$ cat src/sv/plom_pkg.sv
// Shared types and constants of the price level order matcher.
`default_nettype none
package plom_pkg;

    localparam int unsigned DEPTH_W = 32;
    localparam int unsigned QTY_W   = 16;
    localparam int unsigned VOL_W   = 40;
    localparam int unsigned PRICE_W = 10;
    localparam int unsigned ASK_W   = 11;
    localparam int unsigned CMP_W   = 21;

    typedef enum logic [3:0] {
        S_CLEAR,
        S_IDLE,
        S_MATCH,
        S_MATCH_UPD,
        S_REST,
        S_REST_UPD,
        S_ASK,
        S_ASK_CHK,
        S_BID,
        S_BID_CHK,
        S_DONE
    } t_state;

    typedef struct packed {
        logic clear;
        logic fill;
    } t_bar_ctl;

endpackage
`default_nettype wire

$ cat src/sv/plom_bar.sv
// OHLCV bar registers with saturating volume accumulation.
`default_nettype none
module plom_bar
    import plom_pkg::*;
#(
    parameter int unsigned AW = 10
) (
    input  wire logic               i_clk,
    input  wire logic               i_rst_n,
    input  wire t_bar_ctl           i_ctl,
    input  wire logic [AW-1:0]      i_level,
    input  wire logic [QTY_W-1:0]   i_qty,
    output logic      [AW-1:0]      o_open,
    output logic      [AW-1:0]      o_high,
    output logic      [AW-1:0]      o_low,
    output logic      [AW-1:0]      o_close,
    output logic      [VOL_W-1:0]   o_volume,
    output logic                    o_has_trade
);
    logic [VOL_W:0] n_sum;

    assign n_sum = {1'b0, o_volume} + (VOL_W + 1)'(i_qty);

    always_ff @(posedge i_clk) begin
        if (!i_rst_n || i_ctl.clear) begin
            o_open      <= '0;
            o_high      <= '0;
            o_low       <= '0;
            o_close     <= '0;
            o_volume    <= '0;
            o_has_trade <= 1'b0;
        end else if (i_ctl.fill) begin
            if (!o_has_trade) begin
                o_open      <= i_level;
                o_high      <= i_level;
                o_low       <= i_level;
                o_close     <= i_level;
                o_volume    <= VOL_W'(i_qty);
                o_has_trade <= 1'b1;
            end else begin
                if (i_level > o_high) begin
                    o_high <= i_level;
                end
                if (i_level < o_low) begin
                    o_low <= i_level;
                end
                o_close  <= i_level;
                o_volume <= n_sum[VOL_W] ? '1 : n_sum[VOL_W-1:0];
            end
        end
    end
endmodule
`default_nettype wire

$ cat config.mk
export PLATFORM = sky130hd
export DESIGN_NAME = plom_bar
export DESIGN_NICKNAME = d
export VERILOG_FILES = /design/src/sv/plom_pkg.sv /design/src/sv/plom_bar.sv
export SDC_FILE = /design/constraint.sdc
export NUM_CORES = 1
export LEC_CHECK = 0
export BUFFER_PORTS_ARGS = -buffer_cell sky130_fd_sc_hd__buf_2
export CAP_MARGIN = 20
export CORE_ASPECT_RATIO = 0.9
export CORE_UTILIZATION = 50
export DETAILED_ROUTE_END_ITERATION = 10
export HOLD_SLACK_MARGIN = 0.1
export PLACE_DENSITY = 0.75
export SYNTH_ARGS = -nofsm -noshare
export SYNTH_HDL_FRONTEND = slang
export SYNTH_SLANG_ARGS = --single-unit
$ cat constraint.sdc
create_clock -name i_clk -period 5.7 [get_ports i_clk]
set_input_delay 0.57 -clock i_clk [delete_from_list [all_inputs] [get_ports i_clk]]
set_output_delay 0.57 -clock i_clk [all_outputs]
set_load 0.03 [all_outputs]
; After elaboration in Yosys (flattened, before gate mapping)
; Index checks and enable logic that the tools add are counted.
[word_totals]
reg_bits = 81
latch_bits = 0
mem_bits_rw = 0
rom_bits = 0
inputBits = 30
out_inout_bits = 81
elab_cells = 23
mem_count = 0
[classes]
add_sub_neg = 1
multipliers = 0
n_div = 0
n_lt_le_gt_ge = 2
n_eq_ne = 2
shifts = 0
n_mux = 6
bitwise_logic = 1
n_reduce_logical = 5
[ops]
columns = operator, n
row1 = 2-to-1 mux 40 bit, 2
row2 = adder 40 x 16 -> 41 bit, 1
row3 = 2-to-1 mux 10 bit, 4
row4 = > comparator 10 bit, 1
row5 = less-than comparator 10 bit, 1
row6 = AND reduction 2 bit, 3
row7 = inequality test 2 x 1 -> 1 bit (second input constant), 2
row8 = logical NOT 1 bit, 1
row9 = logical OR 1 bit, 1
row10 = inverter 1 bit, 1

; Longest topological paths before layout
; Gate-level depths: netlist of run 1.
[logic_depth]
ltp_word = 3
ltp_mapped = 12
depth_no_buf = 11

; Worst setup path before layout of run 1
; OpenSTA, ideal clock, no wires.
[synth_path]
path_kind = flip-flop to flip-flop
from = reg o_volume[0]
to = reg o_volume[26]
setup_time_ns = 0.119
t_arrival_ns = 2.712
required_time_ns = 5.581
setup_slack_ns = 2.870
stages_incl_launch_ff = 13
n_path_buf = 1
synth_period_minus_slack_ns = 2.830
path_cell_list = dfxtp_1 > ha_1 > inv_1 > fa_1 > nand2b_1 > a21oi_2 > o211ai_2 > a2111oi_4 > nor2_2 > buf_6 > o31a_1 > o21ai_1 > nand2_1
[synth_between]
elab_chain_len = 3
[synth_rtl]
columns = element, line
row1 = "start, declared", plom_bar.sv:17  ; output logic [VOL_W-1:0] o_volume,
row2 = "start signal, assigned", plom_bar.sv:38  ; o_volume <= VOL_W'(i_qty);
row3 = "start signal, assigned", plom_bar.sv:48  ; o_volume <= n_sum[VOL_W] ? '1 : n_sum[VOL_W-1:0];
row4 = adder 40 x 16 -> 41 bit, plom_bar.sv:22  ; assign n_sum = {1'b0, o_volume} + (VOL_W + 1)'(i_qty);
row5 = 2-to-1 mux 40 bit, plom_bar.sv:48
row6 = 2-to-1 mux 40 bit, plom_bar.sv:33  ; if (!o_has_trade) begin
; Every way passes these cells.
; A chain may end at the register's enable or synchronous reset.

; Worst setup path after layout of run 1
[layout_path]
from = reg o_volume[0]
to = reg o_volume[37]
; Same word-level chain as after synthesis.

==> results of run 1 <==
==> final timing paths <==
check               from  depth (start not counted)  slack [ns]      endpoint
min reg2reg    o_open[0]                          2        0.46     o_open[0]
max reg2reg  o_volume[0]                         11        2.49  o_volume[37]
max          o_volume[0]                         11        2.49  o_volume[37]
min            o_open[0]                          2        0.46     o_open[0]
==> sequential cells by signal, summed over array words and instances, names as in the netlist <==
register	count
o_volume	40
o_open	10
o_low	10
o_high	10
o_has_trade	1
o_close	10
==> routing by layer <==
| layer | part of all wire | track usage |
|---|---|---|
| met3 | 0.064 | 0.06132 |
| met4 | 0.016 | 0.07126 |
| met2 | 0.47 | 0.4480 |
| met1 | 0.45 | 0.3186 |
| met5 | 0 | 0 |
==> worst register-to-register path, stage by stage (launching register included) <==
cell and delay (ns):
dfxtp_1 0.37, ha_1 0.19, inv_1 0.06, fa_1 0.39, nand2b_1 0.18, a21oi_2 0.22
o211ai_2 0.17, a2111oi_4 0.41, nor2_2 0.19, nor2_2 0.47, nor2_1 0.18, a311oi_1 0.28
==> kinds of logic (layout without fill, tap and decap cells) <==
| family | after synthesis | count (layout) | share of synthesized area |
|---|---|---|---|
| compound gates | 171 | 171 | 0.2355 |
| simple gates | 171 | 171 | 0.1765 |
| flops | 81 | 81 | 0.3488 |
| buf+inv | 60 | 162 | 0.05543 |
| fa+ha+maj | 36 | 36 | 0.09849 |
| mux | 30 | 30 | 0.06459 |
| xor+xnor | 11 | 11 | 0.02072 |
==> cells in the mapped netlist, drive strengths merged, types with 9 or more instances <==
| cell | number | area share |
|---|---|---|
| dfxtp | 81 | 0.35 |
| nor2 | 58 | 0.048 |
| a21oi | 55 | 0.060 |
| nand2 | 48 | 0.039 |
| o21ai | 41 | 0.044 |
| ha | 35 | 0.094 |
| inv | 33 | 0.027 |
| mux2i | 30 | 0.065 |
| clkbuf | 17 | 0.014 |
| a31oi | 16 | 0.022 |
| a21o | 14 | 0.023 |
| a211oi | 12 | 0.023 |
| nor3 | 10 | 0.011 |
| buf | 9 | 0.014 |
| nand3 | 9 | 0.0097 |
| nand4 | 9 | 0.013 |
==> stage by stage <==
stage / setup slack [ns] / std cells / util / instance area (µm²)
global route: 2.271 / 784 / 0.6012 / 5461
detailed placement: 2.245 / 770 / 0.5789 / 5259
floorplan: 2.870 / 560 / - / 4649
finish: 2.492 / 784 / 0.6012 / 5461
CTS: 2.497 / 784 / 0.6012 / 5461
global placement: 2.335 / 769 / 0.5777 / 5248
==> final cells by class <==
cell class / instances / area, µm²
Timing Repair Buffer: 114 / 584.3
Clock inverter: 2 / 37.54
Fill cell: 825 / 3622
Tap cell: 122 / 152.6
Clock buffer: 12 / 165.2
Inverter: 34 / 127.6
Multi-Input combinational cell: 419 / 2773
Sequential cell: 81 / 1622
==> power by group <==
part / leakage, nW / total, mW / internal (mW) / switching [mW]
clock: 0.101 / 0.443 / 0.234 / 0.209
combinational: 1.72 / 0.213 / 0.0770 / 0.136
sequential: 0.658 / 0.593 / 0.580 / 0.0132
total: 2.48 / 1.25 / 0.891 / 0.357
==> impl_metrics.json, run 1 <==
{
  "status": "finished clean",
  "grt_overflow": 0,
  "drive_above_1_share": 0.2130,
  "finalCriticalPeriod_ns": 3.208,
  "die-area_um2": 9689,
  "clkLatencyLatePin_ns": 0.35,
  "crit_top_cell": "nor2_2",
  "layout.nets": 725,
  "die_w_um": 103.6,
  "path_cells": "ha_1 -> inv_1 -> fa_1 -> nand2b_1 -> a21oi_2 -> o211ai_2 -> a2111oi_4 -> nor2_2 -> nor2_2 -> nor2_1 -> a311oi_1",
  "rows": 33,
  "grt_setup_unrepaired": "no",
  "ys_seq_elements": 81,
  "cpLargestDelayFamily": "compound AO/OA/AOI/OAI gates",
  "synth-edff-count": 0,
  "cts_resized": 0,
  "path_clk_slew_ns": 0.08,
  "setup_viol": 0,
  "htree_levels": 3,
  "drtIter0Drc": 253,
  "via_per_inst": 5.821,
  "globalplace.congestion": 0.8637,
  "synth_nets": 626,
  "postCtsSetupRepairBufs": 0,
  "netlist_area_um2": 4649,
  "slowest_stage": "nor2_2",
  "peakVddDrop_mv": 0.1320,
  "avgSynthCellArea_um2": 8.303,
  "power_mw": 1.248,
  "routed_wl_um": 12400,
  "slew_viol_final": 0,
  "end_kind": "flop",
  "mostFrequentLayoutCell": "buf_2",
  "tns_ns": 0,
  "crit_arrival_ns": 3.46,
  "numClockSinks": 81,
  "cts_tree": "done",
  "grt_pass1_wl_um": 20220,
  "period_share": 0.5628,
  "cts_buffer_depth": 2,
  "place_hpwl_um": 8885,
  "required_ns": 5.96,
  "leakagePower_nw": 2.477,
  "hold_path.class": "flop to flop",
  "cp_max_fo": 13,
  "seq_area_frac_synth": 0.3488,
  "die_h_um": 93.48,
  "relSlewSlack": 0.2966,
  "timing_hold_violations_final": 0,
  "async_reset_ff_frac": 0,
  "critPathMaxStageDelay_ns": 0.47,
  "vias": 4564,
  "drc": 0,
  "cts-root-buf": "clkbuf_8",
  "tightest_slew_ns": 1.053,
  "antenna_found_initial": 0,
  "power_density_nw_per_um2": 228.5,
  "ant_nets": 0,
  "postCtsHoldBufs": 0,
  "mostFrequentLayoutCells": "buf_2, dfxtp_1, nor2_1",
  "numCtsBuffers": 9,
  "cp.buffers_inverters": 1,
  "synth_cell_types": 57,
  "core_um2": 9084,
  "drv_cap": 0,
  "antennaDiodeCount": 0,
  "start_kind": "flop",
  "synthToLayoutAreaGrowth_pct": 17.47,
  "port_buffers": 110,
  "netlist_instances": 560,
  "grt_max_degree": 56,
  "drt-pass1-iter-count": 4,
  "finalClockSkew_ns": 0.007455,
  "ys.flop_type": "dfxtp_1",
  "path_class": "flop to flop",
  "initial_core_util": 0.5118,
  "pin_count": 111,
  "yosysWarnings": 0,
  "grtUsageTotal": 0.2575,
  "fin_hold_ws_ns": 0.4600,
  "wire_per_inst_um": 15.82,
  "fmax_mhz": 311.7,
  "grt_pass1_vias": 4219
}
Note: power is estimated with default switching activity, not from simulation.
==> run 2: changes to the inputs <==
==> constraint.sdc (replaced) <==
create_clock -name i_clk -period 3.05 [get_ports i_clk]
set_input_delay 0.305 -clock i_clk [delete_from_list [all_inputs] [get_ports i_clk]]
set_output_delay 0.305 -clock i_clk [all_outputs]
set_load 0.03 [all_outputs]
==> run 2 against run 1 <==
Compared with the run above: power increased by 87%; utilization up 0.81 points; combinational power is 91% higher; first-iteration DRC count shrank 4.0%; clock power is 86% higher; count of clock-buffer cells in the layout shrank 3; setup slack worse by 2.3 ns; fmax rose by 14%; clock skew grew 0.00092 ns.
==> impl_metrics.json, run 2 (synthesis gave the netlist of run 1 again) <==
{
  "reg2reg_depth": 11,
  "via_per_inst": 5.777,
  "grt_pass1_wl_um": 20510,
  "antennaDiodeCount": 0,
  "htree_levels": 3,
  "cts_tree": "done",
  "mostFrequentLayoutCell": "buf_2",
  "drt-pass1-iter-count": 4,
  "synthToLayoutAreaGrowth_pct": 19.05,
  "die_w_um": 103.6,
  "port_buffers": 110,
  "finish.utilization": 0.6094,
  "grt_setup_unrepaired": "no",
  "numClockSinks": 81,
  "drv_cap": 0,
  "relSlewSlack": 0.4635,
  "power_density_nw_per_um2": 421.6,
  "cp.buffers_inverters": 1,
  "cts_resized": 0,
  "cp_max_fo": 13,
  "numCtsBuffers": 9,
  "worstHoldPathCells": 3,
  "initial_core_util": 0.5118,
  "tns_ns": 0,
  "postCtsSetupRepairBufs": 0,
  "setup_viol": 0,
  "period_share": 0.9255,
  "die-area_um2": 9689,
  "postCtsHoldBufs": 0,
  "ant_nets": 0,
  "hold_start": "i_level[7]",
  "nFillCells": 875,
  "slew_viol_final": 0,
  "rows": 33,
  "timing_hold_violations_final": 0,
  "place_hpwl_um": 9167,
  "required_ns": 3.29,
  "routed_wl_um": 12510,
  "hold_path_end": "o_open[7]",
  "leakagePower_nw": 2.515,
  "drtIter0Drc": 243,
  "cts-root-buf": "clkbuf_8",
  "path_class": "flop to flop",
  "reg2reg_slack_ns": 0.23,
  "layout.nets": 734,
  "pin_count": 111,
  "drc": 0,
  "start_kind": "flop",
  "drive_above_1_share": 0.2259,
  "crit_arrival_ns": 3.07,
  "fmax_mhz": 354.3,
  "wire_per_inst_um": 15.73,
  "grt_pass1_vias": 4237,
  "path_cells": "ha_1 -> inv_1 -> fa_1 -> nand2b_1 -> a21oi_2 -> o211ai_2 -> a2111oi_4 -> nor2_4 -> nor3b_2 -> and4_1 -> nor3_1",
  "tightest_slew_ns": 0.7986,
  "globalplace.congestion": 0.9189,
  "regToRegEndpoint": "o_volume[38]",
  "status": "finished clean",
  "path_clk_slew_ns": 0.09,
  "slowest_stage": "a2111oi_4",
  "end_kind": "flop",
  "die_h_um": 93.48,
  "grt_overflow": 0,
  "peakVddDrop_mv": 0.2636,
  "hold_path.class": "input port to flop",
  "largest_reg_flops": 40,
  "worst-path-stages": 11,
  "cts_buffer_depth": 2,
  "vias": 4593,
  "clkLatencyLatePin_ns": 0.37,
  "regMostFlops": "o_volume",
  "power_mw": 2.334,
  "critPathMaxStageDelay_ns": 0.42,
  "finalClockSkew_ns": 0.008371,
  "cpLargestDelayFamily": "simple AND/OR/NAND/NOR gates",
  "mostFrequentLayoutCells": "buf_2, dfxtp_1, nor2_1",
  "timing.rr.start": "o_volume[0]",
  "finalCriticalPeriod_ns": 2.823,
  "antenna_found_initial": 0,
  "grt_max_degree": 50,
  "core_um2": 9084,
  "grtUsageTotal": 0.2625
}
==> run 2: routing by layer <==
metal / wire (µm) / GRT usage / part of all wire
met1: 5607 / 0.3345 / 0.45
met2: 5850 / 0.4262 / 0.47
met3: 773 / 0.06829 / 0.062
met4: 272 / 0.1014 / 0.022
met5: 0 / 0 / 0
==> run 2: worst max-delay path by stage <==
| stage | endpoint | start |
|---|---|---|
| 5_1_grt | o_volume[28] | o_volume[0] |
| 6_report | o_volume[38] | o_volume[0] |
| 2_1_floorplan | o_volume[26] | o_volume[0] |
| 4_1_cts | o_volume[37] | o_volume[0] |
| 3_5_place_dp | o_volume[37] | i_qty[0] |
| 3_3_place_gp | o_volume[37] | i_qty[0] |
==> run 2: worst min-delay path, cell delays in order <==
cell and delay, ns:
buf_2 0.15, nand2_1 0.07, a21oi_1 0.05
==> run 2: final cells by class <==
cell class | instances | area, µm² | share of cell area
Sequential cell | 81 | 1622 | 0.2929
Timing Repair Buffer | 123 | 648.1 | 0.1171
Tap cell | 122 | 152.6 | 0.02758
Inverter | 34 | 127.6 | 0.02306
Clock inverter | 7 | 78.83 | 0.01424
Clock buffer | 9 | 123.9 | 0.02238
Multi-Input combinational cell | 419 | 2783 | 0.5027
==> run 2: metrics by stage <==
step,setup slack [ns],instances,cell area (µm²),hold slack [ns]
2_1_floorplan,0.2197,560,4649,0.4410
3_3_place_gp,0.1379,779,5323,0.4409
3_5_place_dp,0.07230,779,5323,0.4430
4_1_cts,0.07074,795,5525,0.2246
5_1_grt,0.04887,795,5535,0.2281
6_report,0.2272,795,5535,0.2428
==> run 2: power breakdown <==
group          total [mW]  leakage (nW)  internal, mW  switching [mW]
logic               0.406          1.76         0.148           0.258
registers            1.10         0.658          1.08          0.0187
clock network       0.825        0.0925         0.385           0.440
==> run 3: changes to the inputs <==
--- a/config.mk
+++ b/config.mk
@@ -11,6 +11,7 @@
 export CORE_UTILIZATION = 50
 export DETAILED_ROUTE_END_ITERATION = 10
 export HOLD_SLACK_MARGIN = 0.1
+export MAX_ROUTING_LAYER = met4
 export PLACE_DENSITY = 0.75
 export SYNTH_ARGS = -nofsm -noshare
 export SYNTH_HDL_FRONTEND = slang
==> run 3 against run 2 <==
Compared with the run above: critical path depth did not move; largest cell class unchanged; utilization increased by 0.40 points; critical endpoint is now o_volume[29]; critical path type unchanged; via count barely moved; largest power group unchanged.
==> impl_metrics.json, run 3 (synthesis gave the netlist of run 1 again) <==
{
  "drt-pass1-iter-count": 5,
  "grt_pass1_vias": 4264,
  "largest_reg_flops": 40,
  "via_per_inst": 5.774,
  "htree_levels": 3,
  "synthToLayoutAreaGrowth_pct": 19.83,
  "hold_path.class": "input port to flop",
  "globalplace.congestion": 0.9391,
  "routed_wl_um": 12550,
  "relSlewSlack": 0.5180,
  "path_class": "flop to flop",
  "cp.buffers_inverters": 2,
  "grtUsageTotal": 0.2717,
  "period_share": 0.9312,
  "mostFrequentLayoutCells": "buf_2, dfxtp_1, nor2_1",
  "port_buffers": 110,
  "path_cells": "ha_1 -> inv_1 -> fa_1 -> nand2b_1 -> a21oi_4 -> o211ai_2 -> a2111oi_4 -> o21bai_1 -> buf_4 -> and3_1 -> a211oi_1",
  "timing_hold_violations_final": 0,
  "required_ns": 3.31,
  "drtIter0Drc": 360,
  "post-place-ws_ns": 0.1566,
  "die-area_um2": 9689,
  "finalCriticalPeriod_ns": 2.840,
  "nFillCells": 831,
  "reg2reg_slack_ns": 0.21,
  "pin_count": 111,
  "layout_setup_ws_ns": 0.2097,
  "wire_per_inst_um": 15.76,
  "grt_overflow": 0,
  "core_um2": 9084,
  "rows": 33,
  "critPathMaxStageDelay_ns": 0.41,
  "leakagePower_nw": 2.545,
  "fmax_mhz": 352.1,
  "grt_max_degree": 50,
  "antenna_found_initial": 0,
  "start_kind": "flop",
  "numClockSinks": 81,
  "cts-root-buf": "clkbuf_8",
  "crit_arrival_ns": 3.10,
  "fin_hold_ws_ns": 0.2567,
  "end_kind": "flop",
  "power_density_nw_per_um2": 433.6,
  "die_w_um": 103.6,
  "status": "finished clean",
  "cpLargestDelayFamily": "compound AO/OA/AOI/OAI gates",
  "cp_max_fo": 7,
  "regMostFlops": "o_volume",
  "die_h_um": 93.48,
  "drc": 0,
  "place_hpwl_um": 9088,
  "finalClockSkew_ns": 0.01052,
  "grt_pass1_wl_um": 20710,
  "slew_viol_final": 0,
  "clkLatencyLatePin_ns": 0.36,
  "antennaDiodeCount": 0,
  "peakVddDrop_mv": 0.2967,
  "placed_cell_area_um2": 5330,
  "drv_cap": 0,
  "initial_core_util": 0.5118,
  "numCtsBuffers": 9,
  "cts_buffer_depth": 2,
  "vias": 4596,
  "slowest_stage": "a2111oi_4",
  "setup_viol": 0,
  "ant_nets": 0,
  "layout.nets": 735,
  "fin_area_um2": 5572,
  "postCtsHoldBufs": 0,
  "path_clk_slew_ns": 0.09,
  "drive_above_1_share": 0.2270,
  "mostFrequentLayoutCell": "buf_2",
  "tightest_slew_ns": 0.7174,
  "cts_tree": "done",
  "finish.utilization": 0.6134
}
-- run 3: cell types whose count changed in the layout (fill, tap and decap cells not counted) --
cell        before  now
clkinvlp_4       3    0
nor2_4           2    1
nor2_2           1    2
a21oi_2          1    0
clkinv_4         1    3
clkinv_2         0    1
o21ai_0         36   37
inv_6            2    0
clkbuf_8         9   10
buf_4           13   14
o21ai_1          5    4
bufinv_16        1    2
a21oi_4          0    1
-- run 3: worst paths after layout --
kind / from / depth (start not counted) / end
max: o_volume[0] / 11 / o_volume[29]
max reg2reg: o_volume[0] / 11 / o_volume[29]
min: i_level[7] / 3 / o_open[7]
min reg2reg: o_open[9] / 2 / o_open[9]
-- run 3: power by group --
group          switching [mW]  internal (mW)  leakage, nW
clock                   0.420          0.487        0.116
sequential             0.0185           1.08        0.658
combinational           0.259          0.148         1.77
-- run 3: tightest hold or removal path, delay by kind of cell --
| kind | cells | cell delay [ns] |
|---|---|---|
| and+or+nand+nor | 1 | 0.06 |
| AOI/OAI and AO/OA | 1 | 0.05 |
| buffers and inverters | 1 | 0.15 |
-- run 3: metal layers --
metal  up-vias  GRT usage  part of all wire
met5         -          -                 0
met4         0    0.07729             0.013
met3        13    0.06063             0.069
met2       182     0.4351              0.47
met1      2162     0.3457              0.44
li1       2239          -                 -
-- run 3: through the flow --
stage                        TNS, ns  cells  power [mW]
after floorplan                    0    560       1.408
after global placement             0    780       1.517
after detailed placement           0    780       1.529
after CTS                          0    796       2.423
after global routing      -0.0006781    796       2.521
final                              0    796       2.416
-- run 3: layout make-up --
class	instances	area, µm²	area share
multi-input combinational	419	2785	0.4999
sequential	81	1622	0.2910
timing repair buffer	124	655.6	0.1177
tap	122	152.6	0.02740
clock buffer	10	137.6	0.02470
inverter	34	127.6	0.02291
clock inverter	6	91.34	0.01639
-- run 3: timing repair --
item | 4_1_cts | 5_1_grt
buffers inserted | 0 | 0
endpoints found under the setup margin | 0 | 15
resized for setup | 0 | 2
